<file path="src/rtl/core/taabb_pkg.sv">
package taabb_pkg;

	// Configuration register file: three packed coefficient rows.
	localparam int ROW_WIDTH       = 48;
	localparam int CFG_INDEX_WIDTH = 2;
	localparam int NUM_ROWS        = 3;

	// Coefficients are Q4.12: fraction bits dropped after the dot product.
	localparam int COEF_FRAC = 12;

	// Queue between the transform front and the box back.
	localparam int QUEUE_DEPTH     = 8;
	localparam int QUEUE_PTR_WIDTH = $clog2(QUEUE_DEPTH);
	localparam int QUEUE_CNT_WIDTH = QUEUE_PTR_WIDTH + 1;

	typedef enum logic [CFG_INDEX_WIDTH-1:0] {
		REG_ROW_ZERO = 2'd0,
		REG_ROW_ONE  = 2'd1,
		REG_ROW_TWO  = 2'd2
	} reg_index_t;

	typedef struct packed {
		logic                       not_empty;
		logic [QUEUE_CNT_WIDTH-1:0] count;
	} queue_status_t;

endpackage

</file>
<file path="src/rtl/core/taabb_queue.sv">
module taabb_queue #(
	parameter int WIDTH = 50
) (
	input  logic                     clk,
	input  logic                     arst_n,
	input  logic                     push,
	input  logic [WIDTH-1:0]         push_data,
	input  logic                     pop,
	output logic [WIDTH-1:0]         head_data,
	output taabb_pkg::queue_status_t status
);
	import taabb_pkg::*;

	logic [WIDTH-1:0]           mem_q [QUEUE_DEPTH];
	logic [QUEUE_PTR_WIDTH-1:0] wr_ptr_q;
	logic [QUEUE_PTR_WIDTH-1:0] rd_ptr_q;
	logic [QUEUE_CNT_WIDTH-1:0] count_q;

	// Space is reserved upstream, so a push never finds the queue full.
	always_ff @(posedge clk or negedge arst_n) begin
		if (!arst_n) begin
			wr_ptr_q <= '0;
			rd_ptr_q <= '0;
			count_q  <= '0;
		end else begin
			if (push) wr_ptr_q <= wr_ptr_q + 1'b1;
			if (pop)  rd_ptr_q <= rd_ptr_q + 1'b1;
			unique case ({push, pop})
				2'b10:   count_q <= count_q + 1'b1;
				2'b01:   count_q <= count_q - 1'b1;
				default: count_q <= count_q;
			endcase
		end
	end

	always_ff @(posedge clk) begin
		if (push) mem_q[wr_ptr_q] <= push_data;
	end

	assign head_data        = mem_q[rd_ptr_q];
	assign status.not_empty = (count_q != '0);
	assign status.count     = count_q;

endmodule

</file>
<file path="config.mk">
export PLATFORM = sky130hd
export DESIGN_NAME = taabb_queue
export DESIGN_NICKNAME = d
export VERILOG_FILES = /design/src/rtl/core/taabb_pkg.sv /design/src/rtl/core/taabb_queue.sv
export SDC_FILE = /design/constraint.sdc
export NUM_CORES = 1
export LEC_CHECK = 0
export ABC_AREA = 1
export BUFFER_PORTS_ARGS = -buffer_cell sky130_fd_sc_hd__buf_2
export CAP_MARGIN = 5
export CORE_ASPECT_RATIO = 0.6
export CORE_MARGIN = 5
export CORE_UTILIZATION = 65
export DETAILED_ROUTE_END_ITERATION = 6
export GPL_ROUTABILITY_DRIVEN = 0
export PLACE_DENSITY = 0.85
export SLEW_MARGIN = 20
export SYNTH_ARGS = -nofsm -noshare
export SYNTH_HDL_FRONTEND = slang
export SYNTH_SLANG_ARGS = --single-unit
</file>
<file path="constraint.sdc">
create_clock -name clk -period 7.4 [get_ports clk]
set_input_delay 0.74 -clock clk [delete_from_list [all_inputs] [get_ports clk]]
set_output_delay 0.74 -clock clk [all_outputs]
set_load 0.03 [all_outputs]
</file>
==> results.yml <==
run_status:
  status: "finished clean"
synth:
  synth_area_sq_um: 16100
  synth_area_leaders: "edfxtp_1 75%, nor2_1 4.9%, nand2_1 4.0%"
  seq_area_frac_synth_pct: 76.3
  netlist-cell-type-count: 23
  synth.most_common_cell: "edfxtp_1"
  async_flop_share_pct: 2.44
  synthTopCellsByCount: "400 x edfxtp_1, 211 x nor2_1, 171 x nand2_1"
  synth_area_leader_cell: "edfxtp_1"
  synth-edff-count: 400
  syn_area_per_cell_sq_um: 13.3
  synthCells: 1205
  ys_warn_count: 0
  syn_nets: 1264
  ys.flop_type: "edfxtp_1"
  yosysTopAreaCellShare_pct: 74.7
  synth_seq_cells: 410
global_route:
  grt_pass1_wl_microns: 53800
  grt_remaining_overflow: 0
  antenna_found_initial: 3
  grt_pass1_vias: 10053
  grtUsageTotal_pct: 24.4
  grt_max_degree: 114
place:
  place_inst: 1573
  hpwl_microns: 17700
  io_buffers: 108
  place_ws_ns: 3.63
clock_network:
  tritoncts: "built"
  cts_buffer_depth: 3
  cts_sinks: 410
  cts_resized: 0
  cts_root_buf: "clkbuf_16"
  clock_latency_ns: 0.53
  cts_setup_buffers: 0
  htreeDepth: 2
  cts_made_buffers: 36
  path_clk_slew_ns: 0.07
  hold_buffers: 0
layout:
  seq_area_sq_um: 12300
  syn2layout_area_growth_pct: 10.6
  fillers: 1488
  finalNetCount: 1348
  drive_gt1_share_pct: 14.1
  multi_input_area_sq_um: 3290
  finalNonFillerCells: 1639
worst_setup_path:
  max_stage_delay_ns: 0.78
  endpoint_kind: "output pin"
  cp.arrival_ns: 3.66
  required_ns: 6.66
  slowest_stage: "dfrtp_4"
  path_class: "flip-flop to output pin"
  crit_chain: "buf_4 > buf_4 > o21ai_0 > o22ai_1 > nand2_1 > nand2_1 > buf_2"
  critPathMaxFanout: 83
  startpoint_type: "flip-flop"
timing:
  final.setup.worst_slack_ns: 3.00
  clock-skew-final_ns: 0.0150
  fmax_mhz: 227
  finalSetupTns_ns: 0
  slew-limit-headroom_pct: 29.7
  setup_violations: 0
  hold_viol_final: 0
  worst_slew_pin_slew_ns: 1.06
  drv_slew: 0
  rsz0062_at_grt: "no"
  timing.final.crit_period_ns: 4.40
  finalCritPeriodShare_pct: 59.5
power_and_ir_drop:
  swShare_pct: 39.7
  pwr-share-seq_pct: 38.9
  power.density_nw_per_um2: 424
  leakagePower_nw: 6.18
  ir_worst_vdd_mv: 0.237
  p_sw_mw: 2.99
  power_frac_clock_pct: 23.8
  combPwrFrac_pct: 37.3
  intPower_mw: 4.55
drt:
  finalWirelength_microns: 34800
  wl_per_cell_microns: 21.2
  drt-pass1-iter-count: 5
  antenna_left: 0
  post_drt_via_cell_ratio: 6.12
  drc: 0
  num_vias: 10031
  drtIter0Drc: 1152
run:
  drv_cap: 0
die:
  dieArea_sq_um: 28100
  io_pins: 109
  rows: 44
  start_util_pct: 66.2
  coreArea_sq_um: 24300
  fp.dieH_microns: 132
  die_w_microns: 213
hold_path:
  min_path_type: "primary input to async pin"
-- kinds of logic (layout without fill, tap and decap cells) --
| logic type | Yosys count | after routing | share of synthesized area (%) |
|---|---|---|---|
| and+or+nand+nor | 387 | 387 | 9.08 |
| xor gates and xnor gates | 6 | 6 | 0.327 |
| buffers and inverters | 91 | 201 | 3.61 |
| adders and majority gates | 5 | 5 | 0.389 |
| DFF | 410 | 410 | 76.3 |
| AOI/OAI and AO/OA | 306 | 306 | 10.3 |
| other | 0 | 2 | 0 |
-- sequential cells by signal, summed over array words and instances, names as in the netlist --
name / cells
rd_ptr_q: 3
mem_q: 400
wr_ptr_q: 3
count_q: 4
-- stage by stage --
stage                     area (sq um)  power (mW)  hold slack [ns]  util (%)
after global placement           16700        5.68            0.509      68.7
after floorplan                  16100        5.08            0.444         -
final                            17800        7.54           0.0673      73.3
after detailed placement         16700        5.78            0.518      68.7
after CTS                        17800        7.56           0.0446      73.2
after global routing             17800        7.93           0.0712      73.2
-- cell type report --
class / count / share of cell area [%]
timing repair buffer: 123 / 3.67
multi-input combinational: 704 / 18.5
clock buffer: 44 / 5.35
inverter: 14 / 0.324
sequential: 410 / 69.0
clock inverter: 20 / 0.865
antenna: 2 / 0.0281
tap: 322 / 2.27
-- final timing paths --
check                                        start                      end  slack (ns)  cells after the start
setup / recovery           rd_ptr_q[0]$_DFFE_PN0P_             head_data[9]        3.00                      7
hold / removal                              arst_n   count_q[0]$_DFFE_PN0P_        0.07                      1
setup reg to reg           wr_ptr_q[0]$_DFFE_PN0P_   mem_q[5][45]$_DFFE_PP_        5.04                      3
hold reg to reg            wr_ptr_q[0]$_DFFE_PN0P_  wr_ptr_q[0]$_DFFE_PN0P_        0.53                      2
max in group asynchronous                   arst_n  rd_ptr_q[0]$_DFFE_PN0P_        7.10                      1
min in group clk                              push  wr_ptr_q[1]$_DFFE_PN0P_        0.45                      2
-- layer usage --
metal | routed length (microns) | track usage (%)
met4 | 706 | 7.14
met1 | 14100 | 35.6
met3 | 3470 | 4.97
met5 | 31 | 0
met2 | 16500 | 38.1
-- layout by cell type, fill, tap and decap left out, types with 8 or more instances in the layout --
cell type / Yosys / routed
edfxtp_1: 400 / 400
nor2_1: 211 / 203
nand2_1: 171 / 171
buf_2: 9 / 108
o21ai_1: 105 / 105
o21ai_0: 100 / 100
o22ai_1: 100 / 100
clkbuf_16: 0 / 37
buf_4: 2 / 15
clkinv_1: 0 / 10
inv_1: 10 / 9
nor2_4: 0 / 8
-- critical path: cells and delay by family, from the launching register on --
kind	cells	cell delay (ns)
DFF	1	0.78
AOI/OAI and AO/OA	2	0.47
and+or+nand+nor	2	0.19
buffers and inverters	3	1.62
-- power by group through the flow --
stage / logic, mW / registers [mW] / clock network [mW]
after global routing: 3.07 / 2.95 / 1.90
final: 2.81 / 2.93 / 1.79
after global placement: 2.72 / 2.97 / 0
after detailed placement: 2.80 / 2.98 / 0
after floorplan: 2.12 / 2.96 / 0
after CTS: 2.81 / 2.93 / 1.81
No activity file was read; power rests on OpenSTA's default activity.
