`src/rtl/core/taabb_pkg.sv`:
```
package taabb_pkg;

	// Configuration register file: three packed coefficient rows.
	localparam int ROW_WIDTH       = 48;
	localparam int CFG_INDEX_WIDTH = 2;
	localparam int NUM_ROWS        = 3;

	// Coefficients are Q4.12: fraction bits dropped after the dot product.
	localparam int COEF_FRAC = 12;

	// Queue between the transform front and the box back.
	localparam int QUEUE_DEPTH     = 8;
	localparam int QUEUE_PTR_WIDTH = $clog2(QUEUE_DEPTH);
	localparam int QUEUE_CNT_WIDTH = QUEUE_PTR_WIDTH + 1;

	typedef enum logic [CFG_INDEX_WIDTH-1:0] {
		REG_ROW_ZERO = 2'd0,
		REG_ROW_ONE  = 2'd1,
		REG_ROW_TWO  = 2'd2
	} reg_index_t;

	typedef struct packed {
		logic                       not_empty;
		logic [QUEUE_CNT_WIDTH-1:0] count;
	} queue_status_t;

endpackage

```
`src/rtl/core/taabb_intf.sv`:
```


interface taabb_box_if #(
	parameter int COORD_WIDTH = 16
);
	logic                          valid;
	logic                          ready;
	logic signed [COORD_WIDTH-1:0] lo_x;
	logic signed [COORD_WIDTH-1:0] lo_y;
	logic signed [COORD_WIDTH-1:0] lo_z;
	logic signed [COORD_WIDTH-1:0] hi_x;
	logic signed [COORD_WIDTH-1:0] hi_y;
	logic signed [COORD_WIDTH-1:0] hi_z;

	modport source (
		output valid, lo_x, lo_y, lo_z, hi_x, hi_y, hi_z,
		input  ready
	);
	modport sink (
		input  valid, lo_x, lo_y, lo_z, hi_x, hi_y, hi_z,
		output ready
	);
endinterface

```
`src/rtl/core/taabb_back.sv`:
```
module taabb_back #(
	parameter int COORD_WIDTH = 16
) (
	input  logic                       clk,
	input  logic                       arst_n,
	input  taabb_pkg::queue_status_t   q_status,
	input  logic [2+3*COORD_WIDTH-1:0] head_data,
	output logic                       pop,
	taabb_box_if.source                box
);
	import taabb_pkg::*;

	logic                          head_first;
	logic                          head_last;
	logic signed [COORD_WIDTH-1:0] t      [3];
	logic signed [COORD_WIDTH-1:0] low_q  [3];
	logic signed [COORD_WIDTH-1:0] high_q [3];
	logic signed [COORD_WIDTH-1:0] low_d  [3];
	logic signed [COORD_WIDTH-1:0] high_d [3];
	logic                          out_valid_q;

	assign head_first = head_data[2+3*COORD_WIDTH-1];
	assign head_last  = head_data[2+3*COORD_WIDTH-2];

	// Only a closing vertex needs the output slot.
	assign pop = q_status.not_empty && (!head_last || !out_valid_q || box.ready);

	always_comb begin
		for (int i = 0; i < 3; i++) begin
			t[i] = head_data[i*COORD_WIDTH +: COORD_WIDTH];
			if (head_first) begin
				low_d[i]  = t[i];
				high_d[i] = t[i];
			end else begin
				low_d[i]  = (t[i] < low_q[i])  ? t[i] : low_q[i];
				high_d[i] = (t[i] > high_q[i]) ? t[i] : high_q[i];
			end
		end
	end

	always_ff @(posedge clk or negedge arst_n) begin
		if (!arst_n) begin
			out_valid_q <= 1'b0;
			for (int i = 0; i < 3; i++) begin
				low_q[i]  <= '0;
				high_q[i] <= '0;
			end
		end else begin
			if (pop) begin
				low_q  <= low_d;
				high_q <= high_d;
			end
			if (pop && head_last) begin
				out_valid_q <= 1'b1;
			end else if (box.ready) begin
				out_valid_q <= 1'b0;
			end
		end
	end

	always_ff @(posedge clk) begin
		if (pop && head_last) begin
			box.lo_x <= low_d[0];
			box.lo_y <= low_d[1];
			box.lo_z <= low_d[2];
			box.hi_x <= high_d[0];
			box.hi_y <= high_d[1];
			box.hi_z <= high_d[2];
		end
	end

	assign box.valid = out_valid_q;

endmodule

```
`src/flat_wrapper.sv`:
```
// flat-port wrapper written by rule: the top's interface ports become plain ports
module taabb_back_flat import taabb_pkg::*;
#(
	parameter int COORD_WIDTH = 16
)
  (clk, arst_n, q_status, head_data, pop, box_valid, box_lo_x, box_lo_y, box_lo_z, box_hi_x, box_hi_y, box_hi_z, box_ready);
  taabb_box_if #(.COORD_WIDTH(COORD_WIDTH)) box_i ();
  input  logic clk;
  input  logic arst_n;
  input  taabb_pkg::queue_status_t q_status;
  input  logic [2+3*COORD_WIDTH-1:0] head_data;
  output logic pop;
  output wire logic [$bits(box_i.valid)-1:0] box_valid;
  output wire logic [$bits(box_i.lo_x)-1:0] box_lo_x;
  output wire logic [$bits(box_i.lo_y)-1:0] box_lo_y;
  output wire logic [$bits(box_i.lo_z)-1:0] box_lo_z;
  output wire logic [$bits(box_i.hi_x)-1:0] box_hi_x;
  output wire logic [$bits(box_i.hi_y)-1:0] box_hi_y;
  output wire logic [$bits(box_i.hi_z)-1:0] box_hi_z;
  input wire logic [$bits(box_i.ready)-1:0] box_ready;
  assign box_valid = box_i.valid;
  assign box_lo_x = box_i.lo_x;
  assign box_lo_y = box_i.lo_y;
  assign box_lo_z = box_i.lo_z;
  assign box_hi_x = box_i.hi_x;
  assign box_hi_y = box_i.hi_y;
  assign box_hi_z = box_i.hi_z;
  assign box_i.ready = box_ready;
  taabb_back #(.COORD_WIDTH(COORD_WIDTH)) u_core (.clk(clk), .arst_n(arst_n), .q_status(q_status), .head_data(head_data), .pop(pop), .box(box_i));
endmodule
```
`config.mk`:
```
export PLATFORM = sky130hd
export DESIGN_NAME = taabb_back_flat
export DESIGN_NICKNAME = d
export VERILOG_FILES = /design/src/rtl/core/taabb_pkg.sv /design/src/rtl/core/taabb_intf.sv /design/src/rtl/core/taabb_back.sv /design/src/flat_wrapper.sv
export SDC_FILE = /design/constraint.sdc
export NUM_CORES = 1
export LEC_CHECK = 0
export BUFFER_PORTS_ARGS = -buffer_cell sky130_fd_sc_hd__buf_2
export CORE_MARGIN = 10
export CORE_UTILIZATION = 25
export DETAILED_ROUTE_END_ITERATION = 6
export GPL_TIMING_DRIVEN = 0
export SYNTH_ARGS = -nofsm -noshare
export SYNTH_HDL_FRONTEND = slang
export SYNTH_SLANG_ARGS = --single-unit
```
`constraint.sdc`:
```
create_clock -name clk -period 5.94 [get_ports clk]
set_input_delay 1.782 -clock clk [delete_from_list [all_inputs] [get_ports clk]]
set_output_delay 1.782 -clock clk [all_outputs]
set_load 0.02 [all_outputs]
```
==> results_dict.tcl, run 1 <==
set metrics [dict create \
    drt_first_iter_violations 578 \
    p_per_area_nw_per_um2 423 \
    rows 80 \
    synth_cells 1123 \
    critPathMaxFanout 10 \
    cts_buffer_depth 2 \
    p_switching_uw 2330 \
    slew_headroom 0.0802 \
    core_region_area_sq_um 47500 \
    grt_pass1_wl_mm 57.0 \
    routed_wl_mm 37.1 \
    p_sw_frac 0.388 \
    synth_top_area_frac 0.241 \
    ys_ff_latch 193 \
    ant_nets 0 \
    setup_viol 0 \
    cp.arrival_ns 3.85 \
    clkTransAtPathRegs_ns 0.07 \
    port_buffers 151 \
    hold_class "reg2reg" \
    vias 9626 \
    hold_buffers 0 \
    syn_area_sq_um 12000 \
    cts_root_buf "clkbuf_16" \
    ir_drop_mv 0.198 \
    leakage_uw 0.00619 \
    h-tree-depth 4 \
    cts_setup_buffers 0 \
    cp.required_ns 4.16 \
    grt_pass1_vias 9814 \
    cts_resized 1 \
    cts_inserted_buffers 17 \
    comb_power_share 0.444 \
    synth_largest_area_cell "edfxtp_1" \
    critPathLaunchType "input pin" \
    clockPowerShare 0.211 \
    worst_pin_slew_ns 1.37 \
    holdWs_ns 0.513 \
    nFillCells 4826 \
    path_class "in2out" \
    antenna_found_initial 7 \
    overflow 0 \
    drv_cap 0 \
    period_needed_ns 5.63 \
    die_x_um 239 \
    synth_area_per_cell_sq_um 10.7 \
    io_pins 156 \
    endpoint_kind "output port" \
    outcome "finished, final reports clean" \
    viasPerCell 5.00 \
    synth.area.top_cells "edfxtp_1, dfrtp_1, mux2_2" \
    grt.total_usage 0.130 \
    drc 0 \
    dp_slack_ns -0.236 \
    yosysWarnings 0 \
    final_cell_mix "buf_2, mux2_2, inv_1" \
    period_share 0.949 \
    synth-seq-area-share 0.443 \
    power_frac_seq 0.345 \
    synth.net_count 1274 \
    p_int_uw 3680 \
    fin_ws_ns 0.305 \
    synth_edf_count 96 \
    die-area_sq_um 57100 \
    max_freq_mhz 177 \
    yosysUniqueCellTypes 56 \
    fin_skew_ns 0.0151 \
    cts_tree "yes" \
    gp_congestion 0.894 \
    hold_violations 0 \
    area_delta_synth_final_pct 18.5 \
    finalSetupTns_ns 0 \
    final_nets 1446 \
    dr.pass1.iters 5 \
    rsz0062_at_grt "no" \
    async_reset_ff_frac 0.503 \
    finalNonFillerCells 1924 \
    drive_above_1_share 0.251 \
    ys.flop_type "dfrtp_1" \
    grt_max_degree 61 \
    drv_slew 0 \
    clk_latency_ns 0.49 \
    avgRoutedWirePerCell_um 19.3 \
    dp_hpwl_mm 27.1 \
    die_h_um 239 \
    initial_core_util 0.252 \
    cts.sink_count 193 \
    dpl.cell_count 1891 \
    layout_commonest_cell "buf_2" \
]
per-stage QoR:
step | utilization | total power, uW | cell area [sq um]
floorplan | - | 3960 | 12000
global placement | 0.284 | 4680 | 13500
detailed placement | 0.286 | 4750 | 13600
CTS | 0.299 | 6060 | 14200
global route | 0.299 | 6450 | 14200
finish | 0.299 | 6010 | 14200
per-layer routing:
| metal | track usage | wire, um | vias to the layer above |
|---|---|---|---|
| met5 | 0 | 58 | - |
| met4 | 0.0515 | 657 | 10 |
| met3 | 0.0382 | 2350 | 44 |
| met2 | 0.210 | 17800 | 287 |
| met1 | 0.161 | 16200 | 4777 |
| li1 | - | - | 4508 |
critical path: stages:
cell,delay (ns)
buf_2,0.11
nand3b_1,0.16
nand2_1,0.14
inv_1,0.17
clkbuf_2,0.32
clkbuf_2,0.45
buf_1,0.45
buf_2,0.27
state kept, by name, indices dropped and copies added (netlist names):
name,flops
u_core.box.valid,1
u_core.low_q,48
u_core.box.lo_z,16
u_core.box.hi_x,16
u_core.box.hi_z,16
u_core.high_q,48
u_core.box.lo_y,16
u_core.box.lo_x,16
u_core.box.hi_y,16
cell type report:
class                           instances  area (sq um)  share of cell area
Antenna cell                            1          2.50            0.000176
Buffer                                 62           275              0.0194
Clock buffer                           20           447              0.0314
Clock inverter                         12           178              0.0125
Inverter                              101           379              0.0267
Multi-Input combinational cell        767          6030               0.424
Sequential cell                       193          5310               0.374
Tap cell                              615           769              0.0542
Timing Repair Buffer                  153           817              0.0575
cells by family after synthesis:
kind of cell,Yosys count,synth area share
buffers and inverters,163,0.0544
AOI/OAI and AO/OA,200,0.124
muxes,158,0.146
DFF,193,0.443
adders and majority gates,93,0.0971
and+or+nand+nor,316,0.136
cells in the mapped netlist, types with 2 or more instances:
master and count:
a2111o_1 13, a211o_1 2, a211oi_1 6, a21boi_0 8, a21o_1 24, a21oi_1 40, a221o_1 16, a221oi_1 16
a22o_1 6, a32oi_1 2, and2_1 26, and3_1 13, buf_1 8, buf_2 14, buf_4 2, buf_6 2
clkbuf_1 36, dfrtp_1 97, edfxtp_1 96, ha_1 93, inv_1 101, mux2_1 12, mux2_2 120, mux2i_1 26
nand2_1 57, nand2b_1 9, nand3_1 61, nand3b_1 2, nand4_1 27, nand4b_1 2, nor2_1 65, nor2b_1 13
nor3_1 5, nor4_1 2, o211ai_1 3, o21a_1 5, o21ai_0 20, o22ai_1 16, o311ai_0 2, o31a_1 10
o31ai_1 3, or3_1 28
power groups by stage:
stage,registers [uW],logic [uW],clock network [uW]
after global routing,2120,2970,1370
final,2070,2670,1270
after CTS,2070,2670,1310
after detailed placement,2100,2650,0
after global placement,2080,2600,0
after floorplan,2130,1840,0
path summary, 6_finish.rpt:
kind                            slack, ns  depth (start not counted)                 end              start
max in group asynchronous            4.03                          2    u_core.low_q[29]             arst_n
worst min register to register       0.51                          1    u_core.low_q[15]   u_core.low_q[15]
min in group asynchronous            1.26                          1    u_core.low_q[11]             arst_n
worst min-delay path                 0.51                          1    u_core.low_q[15]   u_core.low_q[15]
worst max register to register       2.53                         10  u_core.box.hi_y[1]  u_core.high_q[23]
worst max-delay path                 0.31                          8                 pop      head_data[48]
Note: power is estimated with default switching activity, not from simulation.
==> run 2, diff against run 1 <==
- ABC_AREA: not set -> 1
==> run 2 against run 1 <==
  * Clock power down 4%
  * Non-clock buffer count shrank 16
  * Hold slack worse by 0.031 ns
  * Global-route usage down 0.38 points
  * Sequential power decreased by 14%
  * Maximum frequency grew 9.6%
  * Cell area shrank 5.1%
  * Utilization rose by 0.42 points
  * Critical path depth decreased by 3
  * Via count shrank 4.0%
  * Sequential share of layout area grew 2.0 points
  * Critical endpoint unchanged
  * Largest power group is now registers
==> results_dict.tcl, run 2 <==
set metrics [dict create \
    clkTransAtPathRegs_ns 0.07 \
    synth_area_per_cell_sq_um 8.62 \
    cp_cell_sequence "buf_2 > o31ai_4 > inv_2 > clkbuf_1 > buf_2" \
    rows 77 \
    dp_hpwl_mm 25.5 \
    antenna_found_initial 4 \
    grt_max_degree 62 \
    synth-seq-area-share 0.470 \
    max_freq_mhz 195 \
    yosysUniqueCellTypes 34 \
    synth.net_count 1463 \
    drv_cap 0 \
    cts_inserted_buffers 17 \
    period_needed_ns 5.14 \
    antennaDiodeCount 0 \
    die_x_um 233 \
    critPathLaunchType "input pin" \
    worst_pin_slew_ns 0.910 \
    r2r-end "u_core.box.hi_z[5]" \
    die-area_sq_um 54100 \
    regArea_sq_um 5310 \
    grt_pass1_wl_mm 52.7 \
    gr-usage-met3 0.0288 \
    avgRoutedWirePerCell_um 16.3 \
    period_share 0.865 \
    nFillCells 4719 \
    finalNonFillerCells 2089 \
    initial_core_util 0.254 \
    fin_skew_ns 0.0158 \
    cts_resized 0 \
    worstRegToRegCells 7 \
    synth_cells 1312 \
    crit_top_cell "buf_2" \
    ys_ff_latch 193 \
    endpoint_kind "output port" \
    drive_above_1_share 0.172 \
    crit_end "pop" \
    port_buffers 151 \
    gp_congestion 0.824 \
    cp-startpoint "box_ready" \
    critical_path.top_delay_family "buffers and inverters" \
    drc 0 \
    die_h_um 233 \
    fin_ws_ns 0.801 \
    synth_top_area_frac 0.255 \
    rsz0062_at_grt "no" \
    grt.total_usage 0.126 \
    cts.sink_count 193 \
    setup_viol 0 \
    drt_first_iter_violations 773 \
    syn_area_sq_um 11300 \
    multi_input_area_sq_um 5030 \
    io_pins 156 \
    cpMaxStageDelayCell "o31ai_4" \
    vias 9237 \
    core_region_area_sq_um 44500 \
    area_delta_synth_final_pct 19.3 \
    cts_tree "yes" \
    critPathMaxFanout 10 \
    async_reset_ff_frac 0.503 \
    hold_violations 0 \
    routed_wl_mm 34.2 \
    path_class "in2out" \
    grt_pass1_vias 9075 \
    dp_slack_ns 0.653 \
    synth_edf_count 96 \
    final_cell_mix "nand2_1, inv_1, buf_2" \
    outcome "finished, final reports clean" \
    use_met1 0.167 \
    cts_buffer_depth 2 \
    met2_usage 0.204 \
    viasPerCell 4.42 \
    final_nets 1635 \
    dpl.cell_count 2057 \
    r2r_setup_slack_ns 3.00 \
    post-synth-top-count-cell "nand2_1" \
    overflow 0 \
    drv_slew 0 \
    layout_commonest_cell "nand2_1" \
    ys.flop_type "dfrtp_1" \
    slew_headroom 0.394 \
    cp.arrival_ns 3.36 \
    ir_drop_mv 0.152 \
    netlist_top_cells_count "nand2_1, inv_1, nand3_1, dfrtp_1, edfxtp_1" \
    leakage_uw 0.00668 \
    h-tree-depth 4 \
    synth.area.top_cells "edfxtp_1, dfrtp_1, nand2_1" \
    ant_nets 0 \
    reg_top3 "u_core.high_q (48), u_core.low_q (48)" \
    cp.depth 5 \
    grt-busiest-layer "met2" \
    synth_largest_area_cell "edfxtp_1" \
    p_per_area_nw_per_um2 344 \
    yosysWarnings 0 \
    fin_util 0.303 \
    cts_root_buf "clkbuf_16" \
    slowest_delay_ns 0.58 \
    hold_class "reg2reg" \
    worstReg2RegStart "u_core.box.valid" \
    dr.pass1.iters 5 \
    clk_latency_ns 0.47 \
    cp.required_ns 4.16 \
    path_buf_inv 4 \
    hold_buffers 0 \
    cts_setup_buffers 0 \
]
[run 2: cell count changes in the layout (fill, tap and decap cells not counted), moves of 16 or more]
cell,before,now
nand3_1,61,152
a221oi_1,16,0
inv_1,101,182
o22ai_1,16,0
nand2_1,57,369
nand2_2,0,19
and2_1,26,94
a21o_1,24,2
nand4_1,27,51
mux2i_1,26,0
a221o_1,16,0
mux2_2,120,0
or3_1,28,0
nor2_1,65,22
[run 2: cell type report]
class / instances / area share
buffer: 46 / 0.0186
timing repair buffer: 153 / 0.0606
inverter: 191 / 0.0533
sequential: 193 / 0.394
tap: 592 / 0.0549
clock inverter: 15 / 0.0145
clock buffer: 17 / 0.0315
multi-input combinational: 882 / 0.373
[run 2: kinds of logic (layout without fill, tap and decap cells)]
| kind of cell | after synthesis | after routing | share of synthesized area |
|---|---|---|---|
| AO/OA/AOI/OAI | 58 | 58 | 0.0311 |
| adder cells (fa/ha/maj) | 93 | 93 | 0.103 |
| buffers and inverters | 237 | 422 | 0.0855 |
| flip-flops | 193 | 193 | 0.470 |
| AND/OR/NAND/NOR | 731 | 731 | 0.311 |
[run 2: routing by layer]
metal  part of all wire  wire length (um)  vias to the layer above
met2               0.46             15800                      240
met5            0.00047                16                        -
met3              0.053              1820                       30
met4              0.011               385                        4
li1                   -                 -                     4601
met1               0.47             16100                     4362
[run 2: how the worst min path moves through the flow]
stage                                  from           endpoint  slack, ns  cells after the start
final                      u_core.low_q[34]   u_core.low_q[34]       0.48                      2
after global routing      u_core.high_q[36]  u_core.high_q[36]       0.50                      2
after CTS                  u_core.low_q[35]   u_core.low_q[35]       0.49                      2
after detailed placement   u_core.low_q[20]   u_core.low_q[20]       0.46                      2
after global placement     u_core.low_q[18]   u_core.low_q[18]       0.46                      2
after floorplan            u_core.low_q[37]   u_core.low_q[37]       0.45                      2
[run 2: power by group]
group | leakage [uW] | switching (uW) | internal (uW)
Clock | 0.000303 | 636 | 580
Combinational | 0.00431 | 1070 | 573
Sequential | 0.00207 | 105 | 1680
[run 2: worst min-delay path, delay by kind of cell (launching register included)]
family,cells,cell delay [ns]
flops,1,0.34
simple gates,2,0.11
[run 2: per-stage QoR]
| stage | area [sq um] | setup TNS, ns | hold slack, ns | total power [uW] |
|---|---|---|---|---|
| final | 13500 | 0 | 0.482 | 4640 |
| after global routing | 13500 | 0 | 0.501 | 5000 |
| after CTS | 13500 | 0 | 0.485 | 4690 |
| after detailed placement | 12900 | 0 | 0.465 | 3450 |
| after global placement | 12800 | -54.40 | 0.462 | 3420 |
| after floorplan | 11300 | 0 | 0.449 | 2950 |
